**config.mk**
```make
export PLATFORM = sky130hd
export DESIGN_NAME = modular_exponentiation_top
export DESIGN_NICKNAME = d
export VERILOG_FILES = /design/src/mexp_pkg.sv /design/src/mexp_mulmod.sv /design/src/modular_exponentiation_top.sv
export SDC_FILE = /design/constraint.sdc
export NUM_CORES = 1
export LEC_CHECK = 0
export BUFFER_PORTS_ARGS = -buffer_cell sky130_fd_sc_hd__buf_4
export CAP_MARGIN = 20
export CORE_ASPECT_RATIO = 0.7
export CORE_MARGIN = 10
export CORE_UTILIZATION = 43
export DETAILED_ROUTE_END_ITERATION = 7
export SYNTH_ARGS = -nofsm -noshare
export SYNTH_HDL_FRONTEND = slang
export SYNTH_SLANG_ARGS = --single-unit
```
**constraint.sdc**
```tcl
create_clock -name i_clk -period 8.81 [get_ports i_clk]
set_input_delay 1.762 -clock i_clk [delete_from_list [all_inputs] [get_ports i_clk]]
set_output_delay 1.762 -clock i_clk [all_outputs]
set_load 0.03 [all_outputs]
```
**src/mexp_pkg.sv**
```systemverilog
package mexp_pkg;

    // Width of the data ports and configuration registers.
    localparam int FIELD_W = 32;

    // Operand width of the arithmetic (8 to 32); wider bits of the ports are ignored.
    localparam int OPW = 32;

    // Bit counter of the serial modular multiplier.
    localparam int CNT_W = $clog2(OPW);

    localparam int CFG_IDX_W = 1;

    typedef logic [CFG_IDX_W-1:0] t_cfg_idx;

    localparam t_cfg_idx CFG_EXPONENT = 1'b0;
    localparam t_cfg_idx CFG_MODULUS  = 1'b1;

endpackage

```
**src/mexp_mulmod.sv**
```systemverilog
module mexp_mulmod import mexp_pkg::*; (
    input  logic           i_clk,
    input  logic           i_rst_n,
    input  logic           i_start,
    input  logic [OPW-1:0] i_a,
    input  logic [OPW-1:0] i_b,
    input  logic [OPW:0]   i_mod,
    output logic           o_done,
    output logic [OPW-1:0] o_prod
);

    logic             r_busy;
    logic             r_done;
    logic [CNT_W-1:0] r_cnt;
    logic [OPW-1:0]   r_a;
    logic [OPW-1:0]   r_b;
    logic [OPW-1:0]   r_r;

    logic [OPW+1:0] w_t;
    logic [OPW+2:0] w_m1;
    logic [OPW+2:0] w_m2;
    logic [OPW-1:0] w_red;

    // One multiplier bit per cycle, MSB first: r = (2r + bit*b) mod M.
    // With r < M and b < M the sum stays below 3M, so pick among t, t-M, t-2M.
    always_comb begin
        w_t  = {1'b0, r_r, 1'b0} + (r_a[OPW-1] ? {2'b00, r_b} : '0);
        w_m1 = {1'b0, w_t} - {2'b00, i_mod};
        w_m2 = {1'b0, w_t} - {1'b0, i_mod, 1'b0};
        if (!w_m2[OPW+2]) begin
            w_red = w_m2[OPW-1:0];
        end else if (!w_m1[OPW+2]) begin
            w_red = w_m1[OPW-1:0];
        end else begin
            w_red = w_t[OPW-1:0];
        end
    end

    always_ff @(posedge i_clk) begin
        if (!i_rst_n) begin
            r_busy <= 1'b0;
            r_done <= 1'b0;
            r_cnt  <= '0;
        end else begin
            r_done <= 1'b0;
            if (i_start) begin
                r_busy <= 1'b1;
                r_cnt  <= CNT_W'(OPW - 1);
            end else if (r_busy) begin
                r_cnt <= r_cnt - 1'b1;
                if (r_cnt == '0) begin
                    r_busy <= 1'b0;
                    r_done <= 1'b1;
                end
            end
        end
    end

    always_ff @(posedge i_clk) begin
        if (i_start) begin
            r_a <= i_a;
            r_b <= i_b;
            r_r <= '0;
        end else if (r_busy) begin
            r_a <= {r_a[OPW-2:0], 1'b0};
            r_r <= w_red;
        end
    end

    assign o_done = r_done;
    assign o_prod = r_r;

endmodule

```
**src/modular_exponentiation_top.sv**
```systemverilog
// Modular exponentiation, base^exponent mod modulus, by right-to-left square and
// multiply. Exponent (index 0) and modulus (index 1) are written through the config
// port; the user must write them only while the block is idle, which the block itself
// does not enforce. A modulus of zero acts as 2^32 and an exponent of zero gives 1.
// One item is processed at a time. The base is first reduced by a bit-serial modular
// multiplier; each exponent bit up to the highest set one then takes a step in which
// two such multipliers (square and accumulate) shift one multiplier bit per cycle in
// parallel. After the last step the result goes into the output register once that
// register is free or being read, and only then is the next input taken; a zero
// exponent goes straight to the result. A finished result waits in the output
// register, and the next item may be taken while it waits.
module modular_exponentiation_top import mexp_pkg::*; (
    input  logic               i_clk,
    input  logic               i_rst_n,
    input  logic               i_in_valid,
    output logic               o_in_stall,
    input  logic [FIELD_W-1:0] i_base_value,
    output logic               o_out_valid,
    input  logic               i_out_stall,
    output logic [FIELD_W-1:0] o_power_result,
    input  logic               i_cfg_we,
    input  t_cfg_idx           i_cfg_idx,
    input  logic [FIELD_W-1:0] i_cfg_data
);

    typedef enum logic [3:0] {
        S_IDLE   = 4'b0001,
        S_REDUCE = 4'b0010,
        S_STEP   = 4'b0100,
        S_DONE   = 4'b1000
    } t_state;

    t_state             r_state, n_state;
    logic [FIELD_W-1:0] r_exp, n_exp;
    logic [FIELD_W-1:0] r_mod, n_mod;
    logic [OPW-1:0]     r_e, n_e;
    logic [OPW-1:0]     r_sq, n_sq;
    logic [OPW-1:0]     r_acc, n_acc;
    logic               r_kick, n_kick;
    logic               r_out_valid, n_out_valid;
    logic [FIELD_W-1:0] r_out_data, n_out_data;

    logic [OPW-1:0] w_exp;
    logic [OPW:0]   w_mod;
    logic           w_in_xfer;
    logic           w_sq_start;
    logic [OPW-1:0] w_sq_a;
    logic [OPW-1:0] w_sq_b;
    logic           w_sq_done;
    logic [OPW-1:0] w_sq_prod;
    logic           w_acc_done;
    logic [OPW-1:0] w_acc_prod;

    assign w_exp = r_exp[OPW-1:0];
    // A zero modulus stands for 2^OPW.
    assign w_mod = {~|r_mod[OPW-1:0], r_mod[OPW-1:0]};

    assign o_in_stall = (r_state != S_IDLE);
    assign w_in_xfer  = i_in_valid && !o_in_stall;

    // Squaring unit also reduces the base first, as base * 1 mod M.
    assign w_sq_start = (w_in_xfer && (|w_exp)) || r_kick;
    assign w_sq_a     = (r_state == S_IDLE) ? i_base_value[OPW-1:0] : r_sq;
    assign w_sq_b     = (r_state == S_IDLE) ? OPW'(1) : r_sq;

    mexp_mulmod u_sq (
        .i_clk   (i_clk),
        .i_rst_n (i_rst_n),
        .i_start (w_sq_start),
        .i_a     (w_sq_a),
        .i_b     (w_sq_b),
        .i_mod   (w_mod),
        .o_done  (w_sq_done),
        .o_prod  (w_sq_prod)
    );

    mexp_mulmod u_acc (
        .i_clk   (i_clk),
        .i_rst_n (i_rst_n),
        .i_start (r_kick),
        .i_a     (r_acc),
        .i_b     (r_sq),
        .i_mod   (w_mod),
        .o_done  (w_acc_done),
        .o_prod  (w_acc_prod)
    );

    always_comb begin
        n_state     = r_state;
        n_exp       = r_exp;
        n_mod       = r_mod;
        n_e         = r_e;
        n_sq        = r_sq;
        n_acc       = r_acc;
        n_kick      = 1'b0;
        n_out_valid = r_out_valid;
        n_out_data  = r_out_data;

        if (i_cfg_we) begin
            case (i_cfg_idx)
                CFG_EXPONENT: n_exp = i_cfg_data;
                CFG_MODULUS:  n_mod = i_cfg_data;
                default:      ;
            endcase
        end

        // Drop the result once it has been transferred.
        if (r_out_valid && !i_out_stall) begin
            n_out_valid = 1'b0;
        end

        case (r_state)
            S_IDLE: begin
                if (w_in_xfer) begin
                    n_e     = w_exp;
                    n_acc   = OPW'(1);
                    n_state = (|w_exp) ? S_REDUCE : S_DONE;
                end
            end
            S_REDUCE: begin
                if (w_sq_done) begin
                    n_sq    = w_sq_prod;
                    n_kick  = 1'b1;
                    n_state = S_STEP;
                end
            end
            S_STEP: begin
                if (w_sq_done) begin
                    n_sq = w_sq_prod;
                    if (r_e[0]) begin
                        n_acc = w_acc_prod;
                    end
                    n_e = {1'b0, r_e[OPW-1:1]};
                    // Stop after the highest set exponent bit.
                    if (|r_e[OPW-1:1]) begin
                        n_kick = 1'b1;
                    end else begin
                        n_state = S_DONE;
                    end
                end
            end
            S_DONE: begin
                if (!r_out_valid || !i_out_stall) begin
                    n_out_valid = 1'b1;
                    n_out_data  = FIELD_W'(r_acc);
                    n_state     = S_IDLE;
                end
            end
            default: begin
                n_state = S_IDLE;
            end
        endcase
    end

    always_ff @(posedge i_clk) begin
        if (!i_rst_n) begin
            r_state     <= S_IDLE;
            r_exp       <= FIELD_W'(65537);
            r_mod       <= FIELD_W'(1);
            r_kick      <= 1'b0;
            r_out_valid <= 1'b0;
        end else begin
            r_state     <= n_state;
            r_exp       <= n_exp;
            r_mod       <= n_mod;
            r_kick      <= n_kick;
            r_out_valid <= n_out_valid;
        end
    end

    always_ff @(posedge i_clk) begin
        r_e        <= n_e;
        r_sq       <= n_sq;
        r_acc      <= n_acc;
        r_out_data <= n_out_data;
    end

    assign o_out_valid    = r_out_valid;
    assign o_power_result = r_out_data;

    a_one_item: assert property (@(posedge i_clk) disable iff (!i_rst_n)
        w_in_xfer |=> o_in_stall)
        else $error("input taken while an item is in progress");

    a_units_lockstep: assert property (@(posedge i_clk) disable iff (!i_rst_n)
        (r_state == S_STEP && w_sq_done) |-> w_acc_done)
        else $error("square and accumulate units out of step");

    a_square_reduced: assert property (@(posedge i_clk) disable iff (!i_rst_n)
        ((r_state == S_STEP || r_state == S_REDUCE) && w_sq_done)
            |-> ({1'b0, w_sq_prod} < w_mod))
        else $error("square not reduced below modulus");

    a_result_source: assert property (@(posedge i_clk) disable iff (!i_rst_n)
        $rose(o_out_valid) |-> $past(r_state == S_DONE))
        else $error("result shown without a finished item");

endmodule

```
After elaboration in Yosys (flattened, before gate mapping)
Cells that the tools add are included.
{"block": "totals", "elab_cells": 111, "ff_bits": 403, "in_bits": 70, "out_inout_bits": 34}
{"block": "classes", "bitwise_logic": 3, "mux": 43, "eq_ne": 11, "add_sub_neg": 8, "n_reduce_logical": 26}
{"operator": "32-bit 2-to-1 mux", "n": 16}
{"operator": "32-bit case mux with 2 select lines", "n": 2}
{"operator": "34-bit by 33-bit subtractor with 35-bit output", "n": 2}
{"operator": "34-bit by 34-bit subtractor with 35-bit output", "n": 2}
{"operator": "33-bit by 34-bit adder with 34-bit output", "n": 2}
{"operator": "32-bit OR reduction", "n": 2}
{"operator": "31-bit OR reduction", "n": 1}
{"operator": "4-bit 2-to-1 mux", "n": 6}
{"operator": "5-bit 2-to-1 mux", "n": 4}
{"operator": "4-bit case mux with 4 select lines", "n": 1}
{"operator": "1-bit 2-to-1 mux", "n": 13}
{"operator": "5-bit zero test", "n": 2}
{"operator": "5-bit by 1-bit subtractor with 5-bit output, second input constant", "n": 2}
{"operator": "2-bit != test, second input constant", "n": 4}
{"operator": "2-bit AND reduction", "n": 4}
{"operator": "2-bit nonzero test", "n": 3}
{"operator": "5-bit AND reduction", "n": 1}
{"operator": "4-bit by 1-bit == test with 1-bit output, second input constant", "n": 1}
{"operator": "4-bit by 2-bit == test with 1-bit output, second input constant", "n": 1}
{"operator": "4-bit by 3-bit == test with 1-bit output, second input constant", "n": 1}
{"operator": "4-bit == test, second input constant", "n": 1}
{"operator": "1-bit zero test", "n": 4}
{"operator": "2-bit by 1-bit != test with 1-bit output, second input constant", "n": 2}
{"operator": "4-bit by 1-bit != test with 1-bit output, second input constant", "n": 1}
{"operator": "8 further kinds", "n": 13}

Longest topological paths before layout
{"block": "logic_depth", "word_depth": 6, "depth_mapped": 25, "ltp_nobuf": 23}

By module
From an unflattened synthesis, not the netlist that was laid out.
{"block": "hier_totals", "cells_unflattened": 2782, "hier_area_um2": 26656.8}
{"module": "mexp_mulmod at u_sq", "area_each_um2": 9490.4, "cells_per_inst": 1097, "seq_area_each_um2": 2702.6, "instances": 1}
{"module": "mexp_mulmod at u_acc", "area_each_um2": 9429.0, "cells_per_inst": 1055, "seq_area_each_um2": 2702.6, "instances": 1}
{"module": "modular_exponentiation_top", "area_each_um2": 7737.4, "cells_per_inst": 630, "seq_area_each_um2": 5245.0, "instances": 1}

Worst setup path before layout
No wires, ideal clock.
{"block": "synth_timing", "kind": "flip-flop to flip-flop", "start": "register u_sq.r_a[31]", "end": "register u_sq.r_r[2] (netlist: u_sq.o_prod[2])", "period_less_slack_ps": 5263, "stages_incl_launch_ff": 25, "path_buffers": 2, "arrival_ps": 5141, "setup_slack_ps": 3547, "cell_sequence": "edfxtp_1 -> clkbuf_1 -> and2_1 -> ha_1 -> inv_1 -> fa_1 -> nor2b_1 -> o21bai_1 -> a21o_1 -> a2111oi_0 -> or2_2 -> a31oi_1 -> xnor2_1 -> ha_1 -> a21o_1 -> a21o_1 -> a21o_1 -> a311o_1 -> a21oi_2 -> o22ai_1 -> nor4_4 -> buf_4 -> mux2i_1 -> a222oi_1 -> inv_1"}
{"block": "synth_via", "elab_chain_cells": 5, "elab_cells_between_ends": 6, "classes_between": "add/sub (3); mux (3)"}
{"element": "start, declared", "line_no": "mexp_mulmod.sv:15", "text": "logic [OPW-1:0] r_a;"}
{"element": "start signal, assigned", "line_no": "mexp_mulmod.sv:61", "text": "r_a <= i_a;"}
{"element": "start signal, assigned", "line_no": "mexp_mulmod.sv:65", "text": "r_a <= {r_a[OPW-2:0], 1'b0};"}
{"element": "32-bit 2-to-1 mux *", "line_no": "mexp_mulmod.sv:27", "text": "w_t = {1'b0, r_r, 1'b0} + (r_a[OPW-1] ? {2'b00, r_b} : '0);"}
{"element": "33-bit by 34-bit adder with 34-bit output *", "line_no": "mexp_mulmod.sv:27"}
{"element": "34-bit by 33-bit subtractor with 35-bit output", "line_no": "mexp_mulmod.sv:28", "text": "w_m1 = {1'b0, w_t} - {2'b00, i_mod};"}
{"element": "32-bit 2-to-1 mux", "line_no": "mexp_mulmod.sv:32", "text": "end else if (!w_m1[OPW+2]) begin"}
{"element": "32-bit 2-to-1 mux *", "line_no": "mexp_mulmod.sv:30", "text": "if (!w_m2[OPW+2]) begin"}
{"element": "end signal, assigned", "line_no": "mexp_mulmod.sv:66", "text": "r_r <= w_red;"}
{"element": "end, declared", "line_no": "mexp_mulmod.sv:17", "text": "logic [OPW-1:0] r_r;"}
Mark *: on every way between the ends. The rest lies on a longest branch, timed or not.
A chain may end at the register's enable or synchronous reset.

Worst setup path after layout
{"block": "layout_timing", "start": "register u_sq.r_a[31]", "end": "register u_sq.r_r[23] (netlist: u_sq.o_prod[23])"}
Same word-level chain as after synthesis.

==> results.json <==
{
  "synth-seq-cells": 403,
  "area_growth_pct": 12.2,
  "fp.coreArea_um2": 60000,
  "required_ps": 9290,
  "gp_congestion": 0.977,
  "dp_cells": 3590,
  "num_vias": 21300,
  "maxSlewHeadroom_pct": 17.5,
  "fin_util_pct": 48.8,
  "hold_viol_final": 0,
  "yosys.area.top_type": "edfxtp_1",
  "vias_per_cell": 5.80,
  "postCtsSetupBuffers": 0,
  "end_kind": "register",
  "seq_area_frac_synth_pct": 40.7,
  "rows": 75,
  "cts_root_buffer": "clkbuf_16",
  "worst_pin_slew_ps": 1210,
  "grt_pass1_vias": 20000,
  "final_cell_mix": "nand2_1 (294), edfxtp_1 (256), a21oi_1 (213), ha_1 (198), o21ai_0 (174)",
  "fin_setup_tns_ps": 0,
  "dieArea_um2": 71100,
  "track_usage_pct": 20.8,
  "syn-cell-area_um2": 26100,
  "seq_power_share_pct": 30.2,
  "finalNonFillerCells": 3673,
  "h-tree-depth": 2,
  "max_freq_mhz": 139,
  "io-pin-count": 104,
  "clkSinkCount": 403,
  "cp-start-kind": "register",
  "drt_iter0_drc": 2076,
  "port-buffer-count": 103,
  "post-route-min-period_ps": 7210,
  "p_per_area_nw_per_um2": 258,
  "leakagePower_nw": 11.7,
  "crit_type": "reg2reg",
  "tritoncts": "built",
  "p_int_mw": 4.67,
  "post-place-ws_ps": 1840,
  "synth_top_area_share_pct": 29.5,
  "synth_area_leaders": "edfxtp_1 (29%), dfxtp_1 (11%), ha_1 (9.5%), nand2_1 (4.2%), a21oi_1 (4.1%)",
  "synthArstFlopShare_pct": 0,
  "clkTransAtPathRegs_ps": 60,
  "final_common_cell": "nand2_1",
  "synth_edf_count": 256,
  "fin_ws_ps": 1600,
  "numCtsBuffers": 43,
  "power.switching_mw": 2.88,
  "yosysWarnings": 0,
  "setup_viol": 0,
  "crit_arrival_ps": 7690,
  "vdd_drop_max_mv": 0.184,
  "synthCells": 2760,
  "ys_types": 82,
  "die_w_um": 314,
  "fp.dieH_um": 226,
  "cts-resized-gates": 0,
  "overflow": 0,
  "wl_per_cell_um": 20.9,
  "finalClockSkew_ps": 21.8,
  "initial_core_util_pct": 43.5,
  "comb_power_share_pct": 43.7,
  "hold_path.class": "reg2reg",
  "grt_pass1_wl_mm": 117,
  "drv_cap": 0,
  "drt_pass1_iterations": 7,
  "status": "complete, no violations",
  "synth_nets": 3034,
  "avgSynthCellArea_um2": 9.45,
  "ant_nets": 0,
  "worst-path-max-fanout": 53,
  "cts-hold-fix-buffers": 0,
  "dp_hpwl_mm": 59.3,
  "cts_buffer_depth": 3,
  "grt_max_degree": 84,
  "insertion_delay_ps": 580,
  "clock_power_share_pct": 26.1,
  "sw_frac_of_total_pct": 38.1,
  "drc_errors": 0,
  "rsz0062_at_grt": "false",
  "fin_crit_sh_pct": 81.8,
  "drt_wl_total_mm": 76.6,
  "drive_gt1_share_pct": 10.5,
  "drv_slew": 0,
  "grt_antenna_before_repair": 2,
  "nNetsFinal": 3103,
  "synth-main-ff-cell": "edfxtp_1"
}
## Yosys cell counts (all sizes together) (32+ instances only)
master,count
o21ai,181
xnor2,106
xor2,55
nor2,146
a211oi,36
a31oi,37
and2,130
ha,198
a21boi,78
dfxtp,147
a21oi,215
a21o,102
inv,98
nand2,294
nand3,56
edfxtp,256
nor4,32
nor3,44
mux2,65
clkbuf,100
## through the flow
stage / area [um2] / hold WS, ps / power [mW]
after CTS: 29200 / 452 / 7.54
after global routing: 29300 / 457 / 8.05
after floorplan: 26100 / 417 / 4.76
final: 29300 / 444 / 7.55
after detailed placement: 27700 / 437 / 5.53
after global placement: 27700 / 438 / 5.48
## power by group through the flow
stage                     Clock [mW]  Sequential [mW]  Combinational (mW)
after global routing            2.09             2.30                3.66
after floorplan                    0             2.27                2.48
after global placement             0             2.32                3.16
after detailed placement           0             2.32                3.21
after CTS                       2.02             2.28                3.24
final                           1.97             2.28                3.30
## critical path, stage by stage (launching register included)
cell       delay, ps
edfxtp_1         860
and2_1           240
ha_1             170
inv_1             60
fa_1             400
nor2b_1          190
o21bai_1         120
a21o_1           210
a2111oi_0       1040
or2_2            320
a31oi_1          110
xnor2_1          310
ha_1             350
a21o_1           190
a21o_1           170
a21o_1           180
a311o_1          360
a21oi_2          270
o22ai_1          190
nor4_4           140
buf_4            530
mux2i_1          140
mux2_2           290
a211oi_1         230
## logic make-up after synthesis
logic type / synth area share (%)
buf+inv: 3.06
mux: 3.65
compound gates: 21.2
fa+ha+maj: 9.96
simple gates: 16.0
xor+xnor: 5.41
flops: 40.7
## routing by layer
layer  GRT usage [%]  up-vias  routed length, um
met5               0        -                  0
met4            5.89        0               1920
li1                -    10400                  -
met1            29.0    10200              35700
met2            31.5      695              32800
met3            4.99       97               6160
## flip-flops by register name, indices dropped and copies added, names as in the netlist
signal and count:
o_power_result 32, r_acc 32, r_e 32, r_exp 32
r_mod 32, r_sq 32, u_acc.o_prod 32, u_acc.r_a 32
u_acc.r_b 32, u_sq.o_prod 32, u_sq.r_a 32, u_sq.r_b 32
u_acc.r_cnt 5, u_sq.r_cnt 5, r_state 4, o_out_valid 1
r_kick 1, u_acc.r_busy 1, u_sq.o_done 1, u_sq.r_busy 1
## final timing paths
kind                     start                  to  slack [ps]  cells after the start
hold reg to reg      r_acc[29]  o_power_result[29]         440                      0
hold / removal       r_acc[29]  o_power_result[29]         440                      0
setup reg to reg  u_sq.r_a[31]     u_sq.o_prod[23]        1600                     23
setup / recovery  u_sq.r_a[31]     u_sq.o_prod[23]        1600                     23
## cell type report
type / instances / area, um2
fillers: 5606 / 30700
inverters: 98 / 368
clock buffers: 56 / 1200
multi-input cells: 2148 / 14700
flip-flops and latches: 403 / 10600
clock inverters: 23 / 313
well taps: 808 / 1010
diodes: 2 / 5.00
repair buffers: 135 / 1050
Note: power is estimated with default switching activity, not from simulation.
